==> config.mk <==
export PLATFORM = sky130hd
export DESIGN_NAME = mmlt_ctrl
export DESIGN_NICKNAME = d
export VERILOG_FILES = /design/src/design/mmlt_pkg.sv /design/src/design/mmlt_ctrl.sv
export SDC_FILE = /design/constraint.sdc
export NUM_CORES = 1
export LEC_CHECK = 0
export ABC_AREA = 1
export ABC_CLOCK_PERIOD_IN_PS = 1700
export CAP_MARGIN = 20
export CORE_AREA = 2 2 61 51
export DETAILED_ROUTE_END_ITERATION = 16
export DIE_AREA = 0 0 63 53
export DONT_BUFFER_PORTS = 1
export PLACE_DENSITY = 0.84
export SETUP_SLACK_MARGIN = 0.1
export SLEW_MARGIN = 10
export SYNTH_ARGS = -nofsm -noshare
export SYNTH_HDL_FRONTEND = slang
export SYNTH_SLANG_ARGS = --single-unit
==> constraint.sdc <==
create_clock -name i_clk -period 1.7 [get_ports i_clk]
set_input_delay 0.085 -clock i_clk [delete_from_list [all_inputs] [get_ports i_clk]]
set_output_delay 0.085 -clock i_clk [all_outputs]
set_load 0.05 [all_outputs]
==> src/design/mmlt_pkg.sv <==
// shared types, constants and helper functions of the mach limiter trigger
// no dependencies; imported by every module of the block
`timescale 1ns / 1ps

package mmlt_pkg;

    // width of the state fields at the ports, signed Q16.16 inside
    localparam int DATA_WIDTH = 32;

    // shared divider: left aligned numerator, up to 80 quotient bits
    localparam int NUM_W = 80;
    localparam int DEN_W = 50;
    localparam int CNT_W = 7;

    // square root unit: 48 bit radicand, 24 bit root
    localparam int SQ_W   = 48;
    localparam int ROOT_W = 24;

    localparam logic [CNT_W-1:0] NB_KH  = CNT_W'(64);
    localparam logic [CNT_W-1:0] NB_VEL = CNT_W'(48);
    localparam logic [CNT_W-1:0] NB_A2  = CNT_W'(49);
    localparam logic [CNT_W-1:0] NB_MSQ = CNT_W'(80);

    localparam logic [23:0] MACH_TEN = 24'd655360;
    localparam logic [23:0] MACH_SAT = 24'hFFFFFF;

    localparam logic [1:0] MODE_PRIM = 2'd0;
    localparam logic [1:0] MODE_CONS = 2'd1;

    localparam logic [1:0] CFG_VAR_MODE  = 2'd0;
    localparam logic [1:0] CFG_GAMMA     = 2'd1;
    localparam logic [1:0] CFG_THRESHOLD = 2'd2;

    localparam logic [1:0]  RST_VAR_MODE  = 2'd0;
    localparam logic [13:0] RST_GAMMA     = 14'd6827;
    localparam logic [23:0] RST_THRESHOLD = 24'd78643;

    typedef struct packed {
        logic signed [DATA_WIDTH-1:0] density;
        logic signed [DATA_WIDTH-1:0] comp_x;
        logic signed [DATA_WIDTH-1:0] comp_y;
        logic signed [DATA_WIDTH-1:0] comp_z;
        logic signed [DATA_WIDTH-1:0] mag_x;
        logic signed [DATA_WIDTH-1:0] mag_y;
        logic signed [DATA_WIDTH-1:0] mag_z;
        logic signed [DATA_WIDTH-1:0] press_or_energy;
        logic                         last_node;
    } t_in_item;

    typedef struct packed {
        logic        limit_on;
        logic [23:0] max_mach;
    } t_out_item;

    typedef struct packed {
        logic [1:0]  var_mode;
        logic [13:0] gamma_ratio;
        logic [23:0] mach_threshold;
    } t_cfg;

    typedef enum logic [4:0] {
        OP_NONE,
        OP_SQ_B,
        OP_SQ_C,
        OP_BH,
        OP_DIV_KH,
        OP_INNER,
        OP_PMUL,
        OP_PSET,
        OP_DIV_VEL,
        OP_VEL_SET,
        OP_PRIM_P,
        OP_GMUL,
        OP_DIV_A2,
        OP_A2_SET,
        OP_DIV_MSQ,
        OP_SQRT,
        OP_SET10,
        OP_SETSAT,
        OP_SET_ROOT,
        OP_COMMIT
    } t_op;

    typedef struct packed {
        t_op        op;
        logic [1:0] idx;
    } t_cmd;

    typedef struct packed {
        logic force10;
        logic cons;
        logic last;
        logic div_busy;
        logic sqrt_busy;
        logic gp_bad;
        logic a2_zero;
        logic msq_sat;
        logic out_full;
    } t_sts;

    // port field to Q16.16, saturated to the signed 32 bit range
    function automatic logic signed [31:0] field_q(input logic [DATA_WIDTH-1:0] x);
        logic signed [64:0] w;
        logic signed [31:0] r;
        w = 65'(signed'(x));
        if (w > 65'sd2147483647) r = 32'sh7FFFFFFF;
        else if (w < -65'sd2147483648) r = 32'sh80000000;
        else r = 32'(w);
        return r;
    endfunction

    // magnitude of a signed 32 bit value
    function automatic logic [31:0] mag32(input logic signed [31:0] v);
        logic [31:0] r;
        r = v[31] ? 32'(-v) : 32'(v);
        return r;
    endfunction

endpackage

==> src/design/mmlt_ctrl.sv <==
// controller: sequences the datapath through one node per item
// depends on mmlt_pkg
`timescale 1ns / 1ps

module mmlt_ctrl (
    input  logic           i_clk,
    input  logic           i_rst_n,
    input  logic           i_load,
    input  logic           i_out_ready,
    input  mmlt_pkg::t_sts i_sts,
    output mmlt_pkg::t_cmd o_cmd,
    output logic           o_in_ready
);
    import mmlt_pkg::*;

    typedef enum logic [4:0] {
        S_IDLE, S_CHECK, S_SQB, S_BH, S_SQM, S_KHGO, S_DWAIT, S_INNER, S_PMUL,
        S_PSET, S_VGO, S_VSET, S_PRIM, S_GMUL, S_GCHK, S_A2GO, S_A2SET, S_A2CHK,
        S_SQV, S_MSQGO, S_MSQCHK, S_SQGO, S_SWAIT, S_SET10, S_SETSAT, S_ROOT,
        S_WOUT, S_COMMIT
    } t_state;

    t_state r_state;
    t_state r_ret;
    t_op    r_ret_op;
    t_cmd   r_cmd;
    logic   r_in_ready;

    always_ff @(posedge i_clk) begin
        if (!i_rst_n) begin
            r_state    <= S_IDLE;
            r_ret      <= S_IDLE;
            r_ret_op   <= OP_NONE;
            r_cmd      <= '{op: OP_NONE, idx: 2'd0};
            r_in_ready <= 1'b1;
        end else begin
            r_cmd.op <= OP_NONE;
            case (r_state)
                S_IDLE: begin
                    if (i_load) begin
                        r_in_ready <= 1'b0;
                        r_state    <= S_CHECK;
                    end
                end
                S_CHECK: begin
                    if (i_sts.force10) begin
                        r_state  <= S_SET10;
                        r_cmd.op <= OP_SET10;
                    end else if (i_sts.cons) begin
                        r_state <= S_SQB;
                        r_cmd   <= '{op: OP_SQ_B, idx: 2'd0};
                    end else begin
                        r_state  <= S_PRIM;
                        r_cmd.op <= OP_PRIM_P;
                    end
                end
                S_SQB: begin
                    if (r_cmd.idx == 2'd3) begin
                        r_state  <= S_BH;
                        r_cmd.op <= OP_BH;
                    end else begin
                        r_cmd <= '{op: OP_SQ_B, idx: r_cmd.idx + 2'd1};
                    end
                end
                S_BH: begin
                    r_state <= S_SQM;
                    r_cmd   <= '{op: OP_SQ_C, idx: 2'd0};
                end
                S_SQM: begin
                    if (r_cmd.idx == 2'd3) begin
                        r_state  <= S_KHGO;
                        r_cmd.op <= OP_DIV_KH;
                    end else begin
                        r_cmd <= '{op: OP_SQ_C, idx: r_cmd.idx + 2'd1};
                    end
                end
                S_KHGO: begin
                    r_state  <= S_DWAIT;
                    r_ret    <= S_INNER;
                    r_ret_op <= OP_INNER;
                end
                S_DWAIT: begin
                    if (!i_sts.div_busy) begin
                        r_state  <= r_ret;
                        r_cmd.op <= r_ret_op;
                    end
                end
                S_INNER: begin
                    r_state  <= S_PMUL;
                    r_cmd.op <= OP_PMUL;
                end
                S_PMUL: begin
                    r_state  <= S_PSET;
                    r_cmd.op <= OP_PSET;
                end
                S_PSET: begin
                    r_state <= S_VGO;
                    r_cmd   <= '{op: OP_DIV_VEL, idx: 2'd0};
                end
                S_VGO: begin
                    r_state  <= S_DWAIT;
                    r_ret    <= S_VSET;
                    r_ret_op <= OP_VEL_SET;
                end
                S_VSET: begin
                    if (r_cmd.idx == 2'd2) begin
                        r_state  <= S_GMUL;
                        r_cmd.op <= OP_GMUL;
                    end else begin
                        r_state <= S_VGO;
                        r_cmd   <= '{op: OP_DIV_VEL, idx: r_cmd.idx + 2'd1};
                    end
                end
                S_PRIM: begin
                    r_state  <= S_GMUL;
                    r_cmd.op <= OP_GMUL;
                end
                S_GMUL: begin
                    r_state <= S_GCHK;
                end
                S_GCHK: begin
                    if (i_sts.gp_bad) begin
                        r_state  <= S_SET10;
                        r_cmd.op <= OP_SET10;
                    end else begin
                        r_state  <= S_A2GO;
                        r_cmd.op <= OP_DIV_A2;
                    end
                end
                S_A2GO: begin
                    r_state  <= S_DWAIT;
                    r_ret    <= S_A2SET;
                    r_ret_op <= OP_A2_SET;
                end
                S_A2SET: begin
                    r_state <= S_A2CHK;
                end
                S_A2CHK: begin
                    if (i_sts.a2_zero) begin
                        r_state  <= S_SET10;
                        r_cmd.op <= OP_SET10;
                    end else begin
                        r_state <= S_SQV;
                        r_cmd   <= '{op: OP_SQ_C, idx: 2'd0};
                    end
                end
                S_SQV: begin
                    if (r_cmd.idx == 2'd3) begin
                        r_state  <= S_MSQGO;
                        r_cmd.op <= OP_DIV_MSQ;
                    end else begin
                        r_cmd <= '{op: OP_SQ_C, idx: r_cmd.idx + 2'd1};
                    end
                end
                S_MSQGO: begin
                    r_state  <= S_DWAIT;
                    r_ret    <= S_MSQCHK;
                    r_ret_op <= OP_NONE;
                end
                S_MSQCHK: begin
                    if (i_sts.msq_sat) begin
                        r_state  <= S_SETSAT;
                        r_cmd.op <= OP_SETSAT;
                    end else begin
                        r_state  <= S_SQGO;
                        r_cmd.op <= OP_SQRT;
                    end
                end
                S_SQGO: begin
                    r_state <= S_SWAIT;
                end
                S_SWAIT: begin
                    if (!i_sts.sqrt_busy) begin
                        r_state  <= S_ROOT;
                        r_cmd.op <= OP_SET_ROOT;
                    end
                end
                S_SET10, S_SETSAT, S_ROOT: begin
                    r_state <= S_WOUT;
                end
                S_WOUT: begin
                    // a cell result may only land in a free output register
                    if (!i_sts.last || !i_sts.out_full || i_out_ready) begin
                        r_state  <= S_COMMIT;
                        r_cmd.op <= OP_COMMIT;
                    end
                end
                S_COMMIT: begin
                    r_state    <= S_IDLE;
                    r_in_ready <= 1'b1;
                end
                default: begin
                    r_state    <= S_IDLE;
                    r_in_ready <= 1'b1;
                end
            endcase
        end
    end

    assign o_cmd      = r_cmd;
    assign o_in_ready = r_in_ready;

    a_div_free: assert property (@(posedge i_clk) disable iff (!i_rst_n)
        (r_cmd.op == OP_DIV_KH || r_cmd.op == OP_DIV_VEL || r_cmd.op == OP_DIV_A2 ||
         r_cmd.op == OP_DIV_MSQ) |-> !i_sts.div_busy)
        else $error("divider started while busy");

    a_sqrt_free: assert property (@(posedge i_clk) disable iff (!i_rst_n)
        (r_cmd.op == OP_SQRT) |-> !i_sts.sqrt_busy)
        else $error("root unit started while busy");

    a_no_overwrite: assert property (@(posedge i_clk) disable iff (!i_rst_n)
        (r_cmd.op == OP_COMMIT && i_sts.last) |-> !i_sts.out_full)
        else $error("cell result overwrites a pending item");

endmodule

After elaboration in Yosys (flattened, before gate mapping)
Cells that the tools add are included.
- bits in registers: 23
- bits of input ports: 13
- add/sub/neg operators: 1
- multiplexer cells: 37
- bitwise operators: 1
- equality and inequality tests: 40
- reductions and logical operators: 15
- operators by type and width (kind ; number):
    $pmux 5 s22 ; 1
    $mux 5 ; 16
    $pmux 5 s16 ; 1
    $eq 5x5->1 const B ; 11
    $eq 5x4->1 const B ; 8
    $pmux 5 s4 ; 2
    $reduce_or 26->1 ; 1
    $ne 2x2->1 const B ; 12
    $eq 5x3->1 const B ; 4
    $mux 4 ; 4
    $mux 2 ; 7
    $eq 5x2->1 const B ; 2
    $pmux 2 s5 ; 1
    $mux 3 ; 3
    $reduce_and 7->1 ; 1
    $reduce_and 6->1 ; 1
    $reduce_or 3->1 ; 2
    $eq 5x1->1 const B ; 1
    $logic_not 5->1 ; 1
    $reduce_bool 5->1 ; 1
    $eq 2x2->1 const B ; 2
    $reduce_bool 4->1 ; 1
    $reduce_or 4->1 ; 1
    $add 2x1->2 const B ; 1
    7 further kinds ; 9

Longest topological paths before layout
- depth in word-level cells: 5
- depth in mapped cells: 12
- gate-level depth less buffers: 11

Worst setup path after synthesis
Ideal clock, no wire load.
- path kind: reg-to-reg
- start: register r_cmd, in the netlist o_cmd[0]
- end: register r_cmd, in the netlist o_cmd[1]
- data arrival time: 1.453 ns
- stages on the path, launching flop included: 9
- data required time: 1.583 ns
- setup slack: 0.130 ns
- cells stage by stage: dfxtp_1 -> inv_1 -> ha_1 -> nand2_1 -> o21ai_1 -> nor2_1 -> nand3_1 -> nand2_1 -> nor2_1
- longest elaborated chain between the ends: 3
- elaborated cells between the ends (all ways): 9
- classes of those cells: 1 x add/sub; 4 x eq/ne; 3 x mux; 1 x reduce/logical
- ends and longest elaborated chain (what ; RTL line ; RTL):
    from (decl) ; mmlt_ctrl.sv:26 ; t_cmd r_cmd;
    from (signal assigned) ; mmlt_ctrl.sv:34 ; r_cmd <= '{op: OP_NONE, idx: 2'd0};
    from (signal assigned) ; mmlt_ctrl.sv:51 ; r_cmd <= '{op: OP_SQ_B, idx: 2'd0};
    from (signal assigned) ; mmlt_ctrl.sv:62 ; r_cmd <= '{op: OP_SQ_B, idx: r_cmd.idx + 2'd1};
    $add 2x1->2 (tied with other cells) ; - ;
    $mux 2 (tied with other cells) ; mmlt_ctrl.sv:58, mmlt_ctrl.sv:70, mmlt_ctrl.sv:148 ;
    $pmux 2 s5 or $reduce_and 6->1 (tied branches) ; - ;
Several ways; a longest one is shown, not always the timed one. The select of a mux whose other input is x is not followed.
A chain may end at the register's enable or synchronous reset.

Final worst setup path
- start: register r_state[4]
- end: register r_cmd, in the netlist o_cmd[2]
- longest elaborated chain between the ends: 2
- elaborated cells between the ends (all ways): 17
- classes of those cells: 16 x eq/ne; 1 x mux
- ends and longest elaborated chain (what ; RTL line ; RTL):
    from (decl) ; mmlt_ctrl.sv:23 ; t_state r_state;
    from (signal assigned) ; mmlt_ctrl.sv:84 ; r_state <= r_ret;
    $eq 5x5->1 (tied with other cells) ; mmlt_ctrl.sv:38 ; case (r_state)
    $pmux 5 s16 (*) ; mmlt_ctrl.sv:38 ;
Mark *: on every way between the ends. The rest lies on a longest branch, timed or not.

==> run summary <==
Synthesis
• 0.2526 — sequential element share of the synthesized area
• 290 — synthesized instance count
• 0 — number of warning messages in the yosys log
• 25 — post-synthesis cell type count
• 305 — Post-Syn Nets
• 5.466 sq um — Avg Synthesized Cell Area
• 1585 sq um — synthesized cell area
• 20 — flop and latch count out of synthesis

Timing
• 1.628 ns — min Tclk post-route
• 0 — setup-violating endpoint count in the final report
• 0.05659 ns — post-route worst hold slack
• 0.5589 ns — transition time at the pin with the least slew margin
• 0.9579 — Period Utilization, post-route
• 0 — total count of hold-check failures in the final report
• 614.1 MHz — maximum operating frequency
• 0.6270 — relative slew slack
• 0.01568 ns — largest clock skew in the final design
• 0 — final number of max-transition violations
• true — unrepaired setup endpoints after global routing

Drt
• 6.042 — ratio of routed vias to standard cells
• 17.54 um — detailed-route wire length per cell
• 2169 — via count
• 9 — first-pass iteration count of the detailed router
• 384 — drt first-iter violations
• 0 — residual antenna-violating net count after detailed routing
• 6297 um — final wirelength
• 0 — final routed DRC violation total

Placement
• 1.053 — weighted congestion at the end of routability-driven global placement
• 0 — PortBufs
• 4454 um — Detail Placement HPWL

GRT
• 0 — grt ovf
• 8983 um — wire length of the first global-routing pass
• 1848 — vias in the first global route
• 0.3593 — overall track demand over capacity in global routing
• 0 — antenna violations before repair
• 17 — pin count of the biggest net entering global routing

Setup path
• 8 — number of stages on the worst setup path
• 8 — depth of the worst register-to-register path
• sky130_fd_sc_hd__nand2_1 — CP dominant cell by count
• inv_4, nand3_1, buf_4, nor2_1, nand2_1, nand2_1, nor3_1, a31oi_1 — worst path cell trace
• 2 — buffering stage count on the worst path with inverters included
• 0.41 ns — delay contributed by the slowest stage of the critical path
• 5 — largest fanout on the critical path
• flop — type of element capturing the critical path
• 1.90 ns — Critical Path RT
• flop — Critical Path Source Type
• 1.83 ns — signal arrival time at the worst endpoint
• 0.07 ns — internal reg-to-reg setup slack
• flop to flop — kind of critical path
• simple AND/OR/NAND/NOR gates — kind of cell with the highest combined delay on the critical path
• sky130_fd_sc_hd__dfxtp_4 — slowest stage cell, crit path

Cells and area
• 0.2523 — ratio of cells with drive above 1 in the final layout
• 0.7605 — utilization after layout
• 217 — Layout fillers
• 337 — total number of nets in the final design
• 29.60% — growth of design area from synthesis to finish
• 0 — Antenna Diode Count

Power
• 1.042 nW — cell leakage power
• 1292 nW/um^2 — Cell Pwr Density
• 0.7188 mV — worst vdd rail ir drop
• 2.655 mW — final total power

Floorplanning
• 3339 sq um — die footprint
• 2701 sq um — Core Footprint
• 0.5868 — effective utilization at floorplan
• 63 um — die span in x
• 17 — placement row count
• 21 — I/O pin total
• 53 um — floorplan die height

Status
• complete, no violations — run status

Clock tree
• built — CTS tree
• 3 — cts bufs inserted
• 20 — CTS Sinks
• 1 — H-tree lvl count
• 2 — maximum buffer depth of the clock tree
• 0.33 ns — latest clock arrival within the worst-skew pair
• 0.14 ns — Worst-path clk slew
• sky130_fd_sc_hd__clkbuf_4 — Root Buffer Master

Worst hold path
• primary input to flop — Tightest Hold Check Type
• 4 — number of cells on the worst hold path

Run
• 0 — MaxCap Viol Count

-- layer usage --
metal,GRT usage,share of wire
met5,0,0
met4,0.1333,0.042
met3,0.08298,0.14
met2,0.5674,0.42
met1,0.4800,0.40
-- state kept, by name, summed over array words and instances (netlist names) --
signal      flops
r_ret_op        3
r_state         5
o_cmd           7
o_in_ready      1
r_ret           4
-- worst paths after layout --
| path | start | end |
|---|---|---|
| setup / recovery | r_state[4]$_SDFFE_PN0P_ | o_cmd[2]$_SDFF_PN0_ |
| hold / removal | i_sts[0] | r_state[3]$_SDFFE_PN0P_ |
| setup reg to reg | r_state[4]$_SDFFE_PN0P_ | o_cmd[2]$_SDFF_PN0_ |
| hold reg to reg | r_ret[3]$_SDFFE_PN0P_ | r_ret[3]$_SDFFE_PN0P_ |
-- cell usage after synthesis --
library cell	count	area share
sky130_fd_sc_hd__a21oi_1	17	0.054
sky130_fd_sc_hd__a21oi_2	1	0.0055
sky130_fd_sc_hd__a31oi_1	3	0.012
sky130_fd_sc_hd__a41oi_1	1	0.0055
sky130_fd_sc_hd__buf_2	3	0.0095
sky130_fd_sc_hd__buf_4	1	0.0047
sky130_fd_sc_hd__clkbuf_1	1	0.0024
sky130_fd_sc_hd__dfxtp_1	20	0.25
sky130_fd_sc_hd__ha_1	2	0.016
sky130_fd_sc_hd__inv_1	25	0.059
sky130_fd_sc_hd__inv_2	4	0.0095
sky130_fd_sc_hd__nand2_1	89	0.21
sky130_fd_sc_hd__nand3_1	35	0.11
sky130_fd_sc_hd__nand3b_1	2	0.0095
sky130_fd_sc_hd__nand4_1	2	0.0079
sky130_fd_sc_hd__nor2_1	62	0.15
sky130_fd_sc_hd__nor2_2	5	0.020
sky130_fd_sc_hd__nor2_4	1	0.0071
sky130_fd_sc_hd__nor3_1	1	0.0032
sky130_fd_sc_hd__nor3b_1	1	0.0047
sky130_fd_sc_hd__o2111ai_1	1	0.0055
sky130_fd_sc_hd__o21ai_0	10	0.032
sky130_fd_sc_hd__o21ai_1	1	0.0032
sky130_fd_sc_hd__o21ai_2	1	0.0055
sky130_fd_sc_hd__o22ai_1	1	0.0039
-- placed cells by master, fill, tap and decap left out, types with 5 or more instances in the layout --
cell,n
sky130_fd_sc_hd__o21ai_0,6
sky130_fd_sc_hd__a21oi_1,16
sky130_fd_sc_hd__nand3_1,31
sky130_fd_sc_hd__buf_4,26
sky130_fd_sc_hd__nand2_2,8
sky130_fd_sc_hd__nand2_1,80
sky130_fd_sc_hd__nor2_4,6
sky130_fd_sc_hd__dfxtp_4,5
sky130_fd_sc_hd__dfxtp_1,15
sky130_fd_sc_hd__nor2_2,15
sky130_fd_sc_hd__nor2_1,47
sky130_fd_sc_hd__inv_1,24
-- power breakdown --
group	switching [mW]	internal [mW]
registers	0.244	0.575
clock network	0.178	0.239
logic	0.922	0.497
-- logic make-up after synthesis --
| kind of cell | count (synthesis) | share of synthesized area |
|---|---|---|
| and+or+nand+nor | 198 | 0.5201 |
| buffers and inverters | 34 | 0.08523 |
| adders and majority gates | 2 | 0.01578 |
| AOI/OAI and AO/OA | 36 | 0.1263 |
| DFF | 20 | 0.2526 |
-- per-stage QoR --
step                worst slack (ns)  cells  area [sq um]  setup TNS (ns)
finish                       0.07163    359          2054               0
global route                 0.03120    359          2054               0
CTS                           0.1149    353          1878               0
detailed placement          -0.02477    346          1779        -0.08867
global placement            -0.01429    346          1779        -0.03229
floorplan                     0.1298    290          1585               0
-- area by class of cell --
type / instances / area [sq um] / area share
clock buffer: 3 / 22.52 / 0.01096
clock inverter: 1 / 30.03 / 0.01462
inverter: 29 / 111.4 / 0.05420
multi-input combinational: 236 / 1172 / 0.5706
sequential: 20 / 419.2 / 0.2040
tap: 38 / 47.55 / 0.02314
timing repair buffer: 32 / 251.5 / 0.1224
-- timing repair --
action	4_1_cts	5_1_grt
pin swaps	0	4
endpoints found under the hold margin	5	1
setup buffers	0	4
resized for setup	8	47
gates cloned	0	1
hold buffers	3	1
setup endpoints to repair	11	11
-- worst register-to-register path, stage by stage, from the launching register on --
cell and delay (ns):
sky130_fd_sc_hd__dfxtp_4 0.41, sky130_fd_sc_hd__inv_4 0.06, sky130_fd_sc_hd__nand3_1 0.13, sky130_fd_sc_hd__buf_4 0.17, sky130_fd_sc_hd__nor2_1 0.06, sky130_fd_sc_hd__nand2_1 0.08, sky130_fd_sc_hd__nand2_1 0.10, sky130_fd_sc_hd__nor3_1 0.32
sky130_fd_sc_hd__a31oi_1 0.16
Note: power is estimated with default switching activity, not from simulation.
