File: src/design/mmlt_pkg.sv
// shared types, constants and helper functions of the mach limiter trigger
// no dependencies; imported by every module of the block
`timescale 1ns / 1ps

package mmlt_pkg;

    // width of the state fields at the ports, signed Q16.16 inside
    localparam int DATA_WIDTH = 32;

    // shared divider: left aligned numerator, up to 80 quotient bits
    localparam int NUM_W = 80;
    localparam int DEN_W = 50;
    localparam int CNT_W = 7;

    // square root unit: 48 bit radicand, 24 bit root
    localparam int SQ_W   = 48;
    localparam int ROOT_W = 24;

    localparam logic [CNT_W-1:0] NB_KH  = CNT_W'(64);
    localparam logic [CNT_W-1:0] NB_VEL = CNT_W'(48);
    localparam logic [CNT_W-1:0] NB_A2  = CNT_W'(49);
    localparam logic [CNT_W-1:0] NB_MSQ = CNT_W'(80);

    localparam logic [23:0] MACH_TEN = 24'd655360;
    localparam logic [23:0] MACH_SAT = 24'hFFFFFF;

    localparam logic [1:0] MODE_PRIM = 2'd0;
    localparam logic [1:0] MODE_CONS = 2'd1;

    localparam logic [1:0] CFG_VAR_MODE  = 2'd0;
    localparam logic [1:0] CFG_GAMMA     = 2'd1;
    localparam logic [1:0] CFG_THRESHOLD = 2'd2;

    localparam logic [1:0]  RST_VAR_MODE  = 2'd0;
    localparam logic [13:0] RST_GAMMA     = 14'd6827;
    localparam logic [23:0] RST_THRESHOLD = 24'd78643;

    typedef struct packed {
        logic signed [DATA_WIDTH-1:0] density;
        logic signed [DATA_WIDTH-1:0] comp_x;
        logic signed [DATA_WIDTH-1:0] comp_y;
        logic signed [DATA_WIDTH-1:0] comp_z;
        logic signed [DATA_WIDTH-1:0] mag_x;
        logic signed [DATA_WIDTH-1:0] mag_y;
        logic signed [DATA_WIDTH-1:0] mag_z;
        logic signed [DATA_WIDTH-1:0] press_or_energy;
        logic                         last_node;
    } t_in_item;

    typedef struct packed {
        logic        limit_on;
        logic [23:0] max_mach;
    } t_out_item;

    typedef struct packed {
        logic [1:0]  var_mode;
        logic [13:0] gamma_ratio;
        logic [23:0] mach_threshold;
    } t_cfg;

    typedef enum logic [4:0] {
        OP_NONE,
        OP_SQ_B,
        OP_SQ_C,
        OP_BH,
        OP_DIV_KH,
        OP_INNER,
        OP_PMUL,
        OP_PSET,
        OP_DIV_VEL,
        OP_VEL_SET,
        OP_PRIM_P,
        OP_GMUL,
        OP_DIV_A2,
        OP_A2_SET,
        OP_DIV_MSQ,
        OP_SQRT,
        OP_SET10,
        OP_SETSAT,
        OP_SET_ROOT,
        OP_COMMIT
    } t_op;

    typedef struct packed {
        t_op        op;
        logic [1:0] idx;
    } t_cmd;

    typedef struct packed {
        logic force10;
        logic cons;
        logic last;
        logic div_busy;
        logic sqrt_busy;
        logic gp_bad;
        logic a2_zero;
        logic msq_sat;
        logic out_full;
    } t_sts;

    // port field to Q16.16, saturated to the signed 32 bit range
    function automatic logic signed [31:0] field_q(input logic [DATA_WIDTH-1:0] x);
        logic signed [64:0] w;
        logic signed [31:0] r;
        w = 65'(signed'(x));
        if (w > 65'sd2147483647) r = 32'sh7FFFFFFF;
        else if (w < -65'sd2147483648) r = 32'sh80000000;
        else r = 32'(w);
        return r;
    endfunction

    // magnitude of a signed 32 bit value
    function automatic logic [31:0] mag32(input logic signed [31:0] v);
        logic [31:0] r;
        r = v[31] ? 32'(-v) : 32'(v);
        return r;
    endfunction

endpackage

File: src/design/mmlt_div.sv
// shared restoring divider, one quotient bit per cycle
// depends on mmlt_pkg
`timescale 1ns / 1ps

module mmlt_div (
    input  logic                        i_clk,
    input  logic                        i_rst_n,
    input  logic                        i_start,
    input  logic [mmlt_pkg::NUM_W-1:0]  i_num,
    input  logic [mmlt_pkg::DEN_W-1:0]  i_den,
    input  logic [mmlt_pkg::CNT_W-1:0]  i_nbits,
    output logic                        o_busy,
    output logic [mmlt_pkg::NUM_W-1:0]  o_quot
);
    import mmlt_pkg::*;

    logic [NUM_W-1:0] r_n;
    logic [DEN_W:0]   r_rem;
    logic [DEN_W-1:0] r_den;
    logic [CNT_W-1:0] r_cnt;
    logic             r_busy;

    logic [DEN_W:0] rem_sh;
    logic           ge;
    logic [DEN_W:0] n_rem;

    always_comb begin
        rem_sh = {r_rem[DEN_W-1:0], r_n[NUM_W-1]};
        ge     = rem_sh >= {1'b0, r_den};
        n_rem  = ge ? rem_sh - {1'b0, r_den} : rem_sh;
    end

    always_ff @(posedge i_clk) begin
        if (!i_rst_n) begin
            r_busy <= 1'b0;
            r_cnt  <= '0;
        end else if (i_start) begin
            r_busy <= 1'b1;
            r_cnt  <= i_nbits;
            r_n    <= i_num;
            r_rem  <= '0;
            r_den  <= i_den;
        end else if (r_busy) begin
            // quotient bits enter at the bottom as numerator bits leave the top
            r_n   <= {r_n[NUM_W-2:0], ge};
            r_rem <= n_rem;
            r_cnt <= r_cnt - 1'b1;
            if (r_cnt == CNT_W'(1)) begin
                r_busy <= 1'b0;
            end
        end
    end

    assign o_busy = r_busy;
    assign o_quot = r_n;

endmodule

File: src/design/mmlt_sqrt.sv
// digit by digit integer square root, one root bit per cycle
// depends on mmlt_pkg
`timescale 1ns / 1ps

module mmlt_sqrt (
    input  logic                        i_clk,
    input  logic                        i_rst_n,
    input  logic                        i_start,
    input  logic [mmlt_pkg::SQ_W-1:0]   i_x,
    output logic                        o_busy,
    output logic [mmlt_pkg::ROOT_W-1:0] o_root
);
    import mmlt_pkg::*;

    logic [SQ_W-1:0]   r_x;
    logic [ROOT_W+2:0] r_rem;
    logic [ROOT_W-1:0] r_root;
    logic [4:0]        r_cnt;
    logic              r_busy;

    logic [ROOT_W+2:0] rem_sh;
    logic [ROOT_W+2:0] trial;
    logic              ge;

    always_comb begin
        rem_sh = {r_rem[ROOT_W:0], r_x[SQ_W-1:SQ_W-2]};
        trial  = {1'b0, r_root, 2'b01};
        ge     = rem_sh >= trial;
    end

    always_ff @(posedge i_clk) begin
        if (!i_rst_n) begin
            r_busy <= 1'b0;
            r_cnt  <= '0;
        end else if (i_start) begin
            r_busy <= 1'b1;
            r_cnt  <= 5'(ROOT_W);
            r_x    <= i_x;
            r_rem  <= '0;
            r_root <= '0;
        end else if (r_busy) begin
            r_x    <= {r_x[SQ_W-3:0], 2'b00};
            r_rem  <= ge ? rem_sh - trial : rem_sh;
            r_root <= {r_root[ROOT_W-2:0], ge};
            r_cnt  <= r_cnt - 1'b1;
            if (r_cnt == 5'd1) begin
                r_busy <= 1'b0;
            end
        end
    end

    assign o_busy = r_busy;
    assign o_root = r_root;

endmodule

File: src/design/mmlt_dpath.sv
// datapath: node registers, shared multiplier, divider and root units, running maximum
// depends on mmlt_pkg, mmlt_div and mmlt_sqrt
`timescale 1ns / 1ps

module mmlt_dpath (
    input  logic                i_clk,
    input  logic                i_rst_n,
    input  mmlt_pkg::t_cfg      i_cfg,
    input  logic                i_load,
    input  mmlt_pkg::t_in_item  i_item,
    input  mmlt_pkg::t_cmd      i_cmd,
    input  logic                i_out_ready,
    output mmlt_pkg::t_sts      o_sts,
    output logic                o_out_valid,
    output mmlt_pkg::t_out_item o_out_item
);
    import mmlt_pkg::*;

    logic signed [31:0] r_c [3];
    logic signed [31:0] r_b [3];
    logic signed [31:0] r_e;
    logic signed [32:0] r_d;
    logic               r_last;
    logic [63:0]        r_acc;
    logic [63:0]        r_prod;
    logic [46:0]        r_bh;
    logic signed [31:0] r_inner;
    logic               r_psign;
    logic signed [31:0] r_p;
    logic [49:0]        r_a2;
    logic [23:0]        r_mach;
    logic [23:0]        r_run;
    logic               r_out_valid;
    t_out_item          r_out;

    logic [1:0]         k;
    logic [31:0]        dmag;
    logic signed [14:0] gm1;
    logic [14:0]        gm1_mag;
    logic [31:0]        mul_a;
    logic [31:0]        mul_b;
    logic [63:0]        mul_p;
    logic               mul_en;
    logic [31:0]        sq_op;
    logic               div_start;
    logic [NUM_W-1:0]   div_num;
    logic [DEN_W-1:0]   div_den;
    logic [CNT_W-1:0]   div_nbits;
    logic               div_busy;
    logic [NUM_W-1:0]   div_q;
    logic               sqrt_start;
    logic               sqrt_busy;
    logic [ROOT_W-1:0]  sqrt_root;
    logic [63:0]        khc;
    logic signed [64:0] kin;
    logic signed [64:0] inner_w;
    logic signed [64:0] p_w;
    logic [47:0]        vq;
    logic [30:0]        vqs;
    logic signed [31:0] vel;
    logic [23:0]        mx;

    function automatic logic signed [31:0] sat32(input logic signed [64:0] v);
        logic signed [31:0] r;
        if (v > 65'sd2147483647) r = 32'sh7FFFFFFF;
        else if (v < -65'sd2147483648) r = 32'sh80000000;
        else r = 32'(v);
        return r;
    endfunction

    always_comb begin
        k       = i_cmd.idx;
        dmag    = r_d[32] ? 32'(-r_d) : 32'(r_d);
        gm1     = signed'({1'b0, i_cfg.gamma_ratio}) - 15'sd4096;
        gm1_mag = gm1[14] ? 15'(-gm1) : 15'(gm1);

        // one shared 32x32 multiplier on magnitudes
        sq_op = '0;
        if (k != 2'd3) begin
            sq_op = (i_cmd.op == OP_SQ_B) ? mag32(r_b[k]) : mag32(r_c[k]);
        end
        mul_en = 1'b1;
        case (i_cmd.op)
            OP_SQ_B, OP_SQ_C: begin
                mul_a = sq_op;
                mul_b = sq_op;
            end
            OP_PMUL: begin
                mul_a = 32'(gm1_mag);
                mul_b = mag32(r_inner);
            end
            OP_GMUL: begin
                mul_a = 32'(i_cfg.gamma_ratio);
                mul_b = mag32(r_p);
            end
            default: begin
                mul_a  = '0;
                mul_b  = '0;
                mul_en = 1'b0;
            end
        endcase
        mul_p = mul_a * mul_b;

        // divider operands, numerator left aligned
        div_start = 1'b1;
        case (i_cmd.op)
            OP_DIV_KH: begin
                div_num   = {r_acc, 16'b0};
                div_den   = DEN_W'({dmag, 1'b0});
                div_nbits = NB_KH;
            end
            OP_DIV_VEL: begin
                div_num   = {(k != 2'd3) ? mag32(r_c[k]) : 32'd0, 48'b0};
                div_den   = DEN_W'(dmag);
                div_nbits = NB_VEL;
            end
            OP_DIV_A2: begin
                div_num   = {r_prod[44:0], 35'b0};
                div_den   = DEN_W'(dmag);
                div_nbits = NB_A2;
            end
            OP_DIV_MSQ: begin
                div_num   = {r_acc, 16'b0};
                div_den   = r_a2;
                div_nbits = NB_MSQ;
            end
            default: begin
                div_num   = '0;
                div_den   = '0;
                div_nbits = '0;
                div_start = 1'b0;
            end
        endcase
        sqrt_start = (i_cmd.op == OP_SQRT);

        // energy minus magnetic and kinetic parts
        khc     = (div_q[63:0] > 64'h4000_0000_0000_0000) ? 64'h4000_0000_0000_0000
                                                          : div_q[63:0];
        kin     = r_d[32] ? -signed'({1'b0, khc}) : signed'({1'b0, khc});
        inner_w = 65'(r_e) - signed'({18'b0, r_bh}) - kin;

        // (gamma - 1) * inner / 4096, toward zero
        p_w = r_psign ? -signed'({32'b0, r_prod[44:12]}) : signed'({32'b0, r_prod[44:12]});

        // momentum over density, magnitude saturated
        vq  = div_q[47:0];
        vqs = (vq > 48'h7FFF_FFFF) ? 31'h7FFF_FFFF : vq[30:0];
        vel = ((k != 2'd3) && (r_c[k][31] != r_d[32])) ? -signed'({1'b0, vqs})
                                                       : signed'({1'b0, vqs});

        mx = (r_mach > r_run) ? r_mach : r_run;
    end

    always_ff @(posedge i_clk) begin
        if (i_load) begin
            r_d    <= 33'(field_q(i_item.density)) + 33'sd1;
            r_c[0] <= field_q(i_item.comp_x);
            r_c[1] <= field_q(i_item.comp_y);
            r_c[2] <= field_q(i_item.comp_z);
            r_b[0] <= field_q(i_item.mag_x);
            r_b[1] <= field_q(i_item.mag_y);
            r_b[2] <= field_q(i_item.mag_z);
            r_e    <= field_q(i_item.press_or_energy);
            r_last <= i_item.last_node;
        end
        if (mul_en && !(((i_cmd.op == OP_SQ_B) || (i_cmd.op == OP_SQ_C)) && (k == 2'd3))) begin
            r_prod <= mul_p;
        end
        case (i_cmd.op)
            OP_SQ_B, OP_SQ_C: r_acc <= (k == 2'd0) ? 64'd0 : r_acc + r_prod;
            OP_BH:            r_bh <= r_acc[63:17];
            OP_INNER:         r_inner <= sat32(inner_w);
            OP_PMUL:          r_psign <= gm1[14] ^ r_inner[31];
            OP_PSET:          r_p <= sat32(p_w);
            OP_VEL_SET: begin
                if (k != 2'd3) begin
                    r_c[k] <= vel;
                end
            end
            OP_PRIM_P:        r_p <= r_e;
            OP_A2_SET:        r_a2 <= div_q[49:0];
            OP_SET10:         r_mach <= MACH_TEN;
            OP_SETSAT:        r_mach <= MACH_SAT;
            OP_SET_ROOT:      r_mach <= sqrt_root;
            default: begin
            end
        endcase
    end

    // running maximum and output register
    always_ff @(posedge i_clk) begin
        if (!i_rst_n) begin
            r_run       <= '0;
            r_out_valid <= 1'b0;
        end else begin
            if (r_out_valid && i_out_ready) begin
                r_out_valid <= 1'b0;
            end
            if (i_cmd.op == OP_COMMIT) begin
                if (r_last) begin
                    r_out.limit_on <= mx > i_cfg.mach_threshold;
                    r_out.max_mach <= mx;
                    r_out_valid    <= 1'b1;
                    r_run          <= '0;
                end else begin
                    r_run <= mx;
                end
            end
        end
    end

    mmlt_div u_div (
        .i_clk   (i_clk),
        .i_rst_n (i_rst_n),
        .i_start (div_start),
        .i_num   (div_num),
        .i_den   (div_den),
        .i_nbits (div_nbits),
        .o_busy  (div_busy),
        .o_quot  (div_q)
    );

    mmlt_sqrt u_sqrt (
        .i_clk   (i_clk),
        .i_rst_n (i_rst_n),
        .i_start (sqrt_start),
        .i_x     (div_q[SQ_W-1:0]),
        .o_busy  (sqrt_busy),
        .o_root  (sqrt_root)
    );

    always_comb begin
        o_sts.force10   = ((i_cfg.var_mode != MODE_PRIM) && (i_cfg.var_mode != MODE_CONS))
                          || (r_d == 33'sd0);
        o_sts.cons      = (i_cfg.var_mode == MODE_CONS);
        o_sts.last      = r_last;
        o_sts.div_busy  = div_busy;
        o_sts.sqrt_busy = sqrt_busy;
        o_sts.gp_bad    = (r_prod == 64'd0) || (r_p[31] != r_d[32]);
        o_sts.a2_zero   = (r_a2 == 50'd0);
        o_sts.msq_sat   = |div_q[NUM_W-1:SQ_W];
        o_sts.out_full  = r_out_valid;
    end

    assign o_out_valid = r_out_valid;
    assign o_out_item  = r_out;

endmodule

File: config.mk
export PLATFORM = sky130hd
export DESIGN_NAME = mmlt_dpath
export DESIGN_NICKNAME = d
export VERILOG_FILES = /design/src/design/mmlt_pkg.sv /design/src/design/mmlt_div.sv /design/src/design/mmlt_sqrt.sv /design/src/design/mmlt_dpath.sv
export SDC_FILE = /design/constraint.sdc
export NUM_CORES = 2
export LEC_CHECK = 0
export BUFFER_PORTS_ARGS = -buffer_cell sky130_fd_sc_hd__buf_2
export CAP_MARGIN = 5
export CORE_UTILIZATION = 40
export CTS_BUF_LIST = sky130_fd_sc_hd__clkbuf_16
export CTS_CLUSTER_DIAMETER = 120
export DETAILED_ROUTE_END_ITERATION = 7
export REMOVE_ABC_BUFFERS = 1
export SLEW_MARGIN = 20
export SYNTH_ARGS = -nofsm -noshare
export SYNTH_HDL_FRONTEND = slang
export SYNTH_HIERARCHICAL = 1
export SYNTH_SLANG_ARGS = --single-unit
File: constraint.sdc
create_clock -name i_clk -period 25.6 [get_ports i_clk]
set_input_delay 2.56 -clock i_clk [delete_from_list [all_inputs] [get_ports i_clk]]
set_output_delay 2.56 -clock i_clk [all_outputs]
set_load 0.02 [all_outputs]
# Yosys cells after proc, flatten, opt, wreduce, memory -nomap -nowiden
# Memory sizes are Yosys's and may differ from the RTL's.
# Cells that the tools add are included.
[classes]
add_sub_neg = 18
bitwise_logic = 2
multipliers = 1
n_eq_ne = 27
mux = 77
n_reduce_logical = 29
magnitude_cmp = 26
[op_table]
columns = ["cell", "n"]
rows = [
  ["$mux 32", 34],
  ["$gt 32x32->1 const B", 8],
  ["$lt 32x32->1 const B", 8],
  ["$pmux 80 s3", 1],
  ["$pmux 32 s3", 2],
  ["$mux 80", 2],
  ["$neg 32->32", 5],
  ["$pmux 50 s3", 1],
  ["$gt 65x32->1 const B", 2],
  ["$lt 65x32->1 const B", 2],
  ["$mux 65", 2],
  ["$mux 50", 2],
  ["$mux 48", 2],
  ["$mux 24", 3],
  ["$pmux 24 s3", 1],
  ["$neg 33->65", 1],
  ["$neg 64->65", 1],
  ["$sub 49x65->65", 1],
  ["$add 64x64->64", 1],
  ["$gt 64x63->1 const B", 1],
  ["$logic_not 64->1", 1],
  ["$mul 32x32->64", 1],
  ["$mux 64", 1],
  ["$pmux 32 s2", 1],
  ["46 further kinds", 96],
]
[totals]
wordCells = 208
mem_bits_rw = 192
inputBits = 308
reg_bits = 721
memories = 2
[mem_list]
columns = ["memory", "words", "width", "rd", "rd_ports_with_merged_regs", "write_ports", "line_no", "source"]
rows = [
  ["r_b", 3, 32, 1, 0, 3, "mmlt_dpath.sv:20", "logic signed [31:0] r_b [3];"],
  ["r_c", 3, 32, 1, 0, 4, "mmlt_dpath.sv:19", "logic signed [31:0] r_c [3];"],
]

# Depth between registers and ports, before layout
[logic_depth]
depth_word = 7
mapped_depth = 50

# Hierarchy
# The synthesis kept the hierarchy.
[modules_own_cells]
columns = ["module", "cells_per_inst", "area_per_inst_um2", "seq_area_each_um2", "instances"]
rows = [
  ["mmlt_dpath", 8324, 76696.1, 19388.6, 1],
  ["mmlt_div", 900, 10633.9, 5565.3, 1],
  ["mmlt_sqrt", 468, 5686.7, 3032.9, 1],
]

# Least setup slack after synthesis
# OpenSTA, ideal clock, no wires.
[synth_timing]
path_type = "in2reg"
from = "in i_cmd[3] in the netlist's numbering"
to = "reg r_prod[61], data pin"
required_ns = 25.335
path_stages = 36
setup_slack_ns = 6.729
arrival_time_ns = 18.606
setup_time_ns = 0.265
n_path_buf = 3
path_cell_list = "clkbuf_1 -> xnor2_1 -> nor4_1 -> nand2_1 -> a211oi_1 -> or2_2 -> buf_2 -> buf_2 -> nand2_1 -> fa_1 -> inv_1 -> fa_1 -> inv_1 -> fa_1 -> fa_1 -> inv_1 -> fa_1 -> fa_1 -> fa_1 -> inv_1 -> fa_1 -> inv_1 -> ha_1 -> and4_1 -> nand2_1 -> nor2_1 -> a41oi_1 -> o2111ai_1 -> nand3_1 -> a21oi_1 -> nor2_1 -> a211o_1 -> o21ai_0 -> a21oi_1 -> o21ai_0 -> xor2_1"
[synth_between]
elab_chain_len = 5
[synth_rtl]
columns = ["element", "line_no", "source"]
rows = [
  ["start: declaration", "mmlt_dpath.sv:11", "input mmlt_pkg::t_cmd i_cmd,"],
  ["$eq 5x1->1", "mmlt_dpath.sv:80, mmlt_dpath.sv:83", ""],
  ["$mux 32", "mmlt_dpath.sv:80", "sq_op = (i_cmd.op == OP_SQ_B) ? mag32(r_b[k]) : mag32(r_c[k]);"],
  ["$mux 32", "mmlt_dpath.sv:79", "if (k != 2'd3) begin"],
  ["$pmux 32 s3", "mmlt_dpath.sv:83", "case (i_cmd.op)"],
  ["$mul 32x32->64 *", "mmlt_dpath.sv:102", "mul_p = mul_a * mul_b;"],
  ["via mul_p[61]", "mmlt_dpath.sv:42", "logic [63:0] mul_p;"],
  ["end signal: assignment", "mmlt_dpath.sv:167", "r_prod <= mul_p;"],
  ["end: declaration", "mmlt_dpath.sv:25", "logic [63:0] r_prod;"],
]
# Mark *: on every way through the listed nets, which the timed path passes. The rest lies on a longest branch.
# A chain may end at the register's enable or synchronous reset.

# Worst setup path after layout
[layout_timing]
from = "in i_cmd[0] in the netlist's numbering"
to = "reg r_prod[60], data pin"
[layout_between]
elab_chain_len = 7
[layout_rtl]
columns = ["element", "line_no", "source"]
rows = [
  ["$mem_v2 3x32, on equally long branches", "n/a", ""],
  ["$neg 32->32", "mmlt_pkg.sv:115", "r = v[31] ? 32'(-v) : 32'(v);"],
  ["$mux 32", "mmlt_pkg.sv:115", ""],
  ["$mux 32", "mmlt_dpath.sv:80", ""],
  ["$mux 32 *", "mmlt_dpath.sv:79", ""],
  ["$pmux 32 s3", "mmlt_dpath.sv:83", ""],
  ["$mul 32x32->64 *", "mmlt_dpath.sv:102", ""],
  ["via mul_p[60]", "mmlt_dpath.sv:42", ""],
]
# Marked as above.

==> results.cfg <==
[status]
status = finished, final reports clean

[cts]
cts_buffer_depth = 3
holdBufCountCts = 0
numClockSinks = 945
cts_tree = yes
insertion_delay_ns = 0.78
post_cts.repair.setup_buffers = 0
clockRootBuffer = clkbuf_16
clk_pin_slew_ns = 0.06
h-tree-depth = 3
cts_buffers = 111
cts_resized = 0

[worst_hold_path]
hp-start = u_sqrt/r_cnt[1]$_SDFFE_PP0P_
worstHoldPathCells = 2
hold_end = u_sqrt/r_cnt[1]$_SDFFE_PP0P_
hold_class = flip-flop to flip-flop

[pwr]
power.internal_uw = 3110
power_switching_uw = 1440
fin_total_pwr_uw = 4550
switching_share = 0.317
ir_drop_mv = 0.0725
power.density_mw_per_mm2 = 44.7
pwr-share-comb = 0.228
p_leak_uw = 0.0440
p_clk_frac = 0.365
p_seq_frac = 0.406

[global_routing]
grtUsageTotal = 0.267
grt_pass1_vias = 73282
grt_max_degree = 80
antenna_found_initial = 24
grt.overflow.total = 0
grt_pass1_wl_um = 468000

[logic_synthesis]
ys_ff_latch = 945
synth_xor_area_frac = 0.0467
synth-seq-area-share = 0.301
synthAdderAreaFrac = 0.277
synthArstFlopShare = 0
synthesis.area_mm2 = 0.0930
synth_ff_type = edfxtp_1
synth_compound_area_frac = 0.113
syn_area_per_cell_um2 = 9.60
ys_types = 108
ys_top_cells_by_area = edfxtp_1 (29%), fa_1 (20%), ha_1 (7.4%)
synth_edf_count = 906
synthMuxAreaShare = 0.0424
synth_top_family_by_area = adder cells
synth_top_area_share = 0.292
syn_inst = 9692
yosysTopAreaCell = edfxtp_1
synthSimpleGateAreaFrac = 0.135
yosysWarnings = 6

[finish]
fin_nets = 11603
multiInputGateArea_mm2 = 0.0579
drive_above_1_share = 0.105
final_common_cell = inv_1
area_growth_pct = 9.49
mostFrequentLayoutCells = inv_1 (1492), nor2_1 (946), fa_1 (945)
final_core_util = 0.442
fillCellCount = 21960
fin_area_mm2 = 0.102
regArea_mm2 = 0.0280

[critical_path]
r2r-end = r_prod[60]$_DFFE_PP_
critPathMaxFanout = 39
cp_data_arrival_time_ns = 16.37
ff2ff_path_depth = 39
r2r-start = r_c[1][4]$_DFFE_PP_
cp_common_cell = fa_1
max_stage_delay_ns = 1.05
required_ns = 26.12
cpMaxStageDelayCell = nor2_1
start_kind = input port
reg2reg_setup_slack_ns = 11.92
crit_type = input port to flip-flop
end_kind = flip-flop

[die]
die-area_mm2 = 0.234
core-area_mm2 = 0.231
die_w_um = 484
io_pins = 343
fp-row-count = 176
initial_utilization = 0.403
die_h_um = 484

[sta]
slew_viol_final = 0
fin_crit_sh = 0.619
tightest_slew_ns = 1.20
max_freq_ghz = 0.0631
final_hold_viol_count = 0
period_needed_ns = 15.84
rsz0062_at_grt = false
fin_skew_ns = 0.0609
setup_viol = 0
setup_tns_ns = 0
slew-limit-headroom = 0.195

[place]
numPortBuffers = 342
dpl.hpwl_um = 248000
gp_congestion = 0.978
placed_area_mm2 = 0.0980

[detailed_routing]
drt_first_pass_iters = 6
drc = 0
via_count = 72828
wirelength_um = 315000
routedWlPerCell_um = 24.4
avgViaCountPerCell = 5.63
drt-initial-drc-count = 6430
antenna_left = 0

[run]
drv_cap = 0
cell type report:
type	count	area share
multi-input combinational	6776	0.568
sequential	945	0.275
clock inverter	96	0.00989
inverter	1480	0.0546
antenna	13	0.000319
tap	3026	0.0372
clock buffer	112	0.0275
timing repair buffer	486	0.0277
routing by layer:
| layer | global-route usage | part of all wire | vias to the layer above |
|---|---|---|---|
| met3 | 0.0476 | 0.080 | 694 |
| met5 | 0 | 0.00029 | - |
| li1 | - | - | 32501 |
| met1 | 0.348 | 0.40 | 36479 |
| met4 | 0.151 | 0.066 | 14 |
| met2 | 0.417 | 0.45 | 3140 |
worst max-delay path: cells and delay by family:
family	cells	cell delay, ns
compound gates	12	3.31
xor+xnor	1	0.41
fa+ha+maj	9	4.27
buf+inv	7	1.76
mux	1	0.65
simple gates	10	3.26
synth_stat cells, drive strengths merged, types with 15 or more instances:
cell,count
xnor2,251
and4,17
or4,46
and3,40
o22ai,19
nor2b,78
nor3,100
dfxtp,39
clkbuf,450
a211o,16
nor2,958
nand4,76
o21bai,32
nand2,902
a31oi,77
a21oi,407
o211ai,38
buf,113
mux2i,94
o311ai,15
a22oi,59
edfxtp,906
a21o,158
mux2,205
ha,550
inv,1476
mux4,31
xor2,245
or3,65
o221ai,28
o41ai,28
nor4,64
or2,29
nand2b,130
and2,97
a211oi,51
o31ai,63
o21ai,454
fa,945
nand3,113
o21a,30
cells by family after synthesis:
logic type,after synthesis
buffers and inverters,2043
AO/OA/AOI/OAI,1622
flip-flops,945
adder cells (fa/ha/maj),1495
multiplexers,330
AND/OR/NAND/NOR,2759
other,2
XOR/XNOR,496
how the worst max path moves through the flow:
| stage | depth (start not counted) | from | slack (ns) | to |
|---|---|---|---|---|
| after floorplan | 34 | i_cmd[4] | 5.98 | r_prod[60]$_DFFE_PP_ |
| after global placement | 39 | i_cmd[0] | 9.55 | r_prod[60]$_DFFE_PP_ |
| after detailed placement | 39 | i_cmd[0] | 9.20 | r_prod[60]$_DFFE_PP_ |
| after CTS | 40 | i_cmd[0] | 10.00 | r_prod[60]$_DFFE_PP_ |
| after global routing | 40 | i_cmd[0] | 9.34 | r_prod[60]$_DFFE_PP_ |
| final | 40 | i_cmd[0] | 9.76 | r_prod[60]$_DFFE_PP_ |
stage by stage:
stage / setup slack (ns) / instances / hold WS (ns)
floorplan: 5.98 / 9201 / 0.448
global placement: 9.55 / 12711 / 0.483
detailed placement: 9.20 / 12711 / 0.487
CTS: 10.00 / 12919 / 0.496
global route: 9.34 / 12925 / 0.540
finish: 9.76 / 12934 / 0.496
power by group through the flow:
stage | clock (µW) | sequential (µW) | combinational (µW)
3_5_place_dp | 0 | 1880 | 1020
5_1_grt | 1750 | 1850 | 1130
3_3_place_gp | 0 | 1880 | 1010
2_1_floorplan | 0 | 1840 | 668
4_1_cts | 1690 | 1850 | 1030
6_report | 1660 | 1850 | 1040
state kept, by name, summed over array words and instances (netlist names), 25 cells and up:
register,cells
r_d,33
u_div/r_rem,50
u_sqrt/r_rem,25
r_p,32
r_b,96
u_sqrt/r_x,48
u_div/o_quot,80
r_bh,47
r_a2,50
u_div/r_den,50
r_c,128
r_e,32
o_out_item,25
r_acc,64
r_inner,32
r_prod,64
No activity file was read; power rests on OpenSTA's default activity.
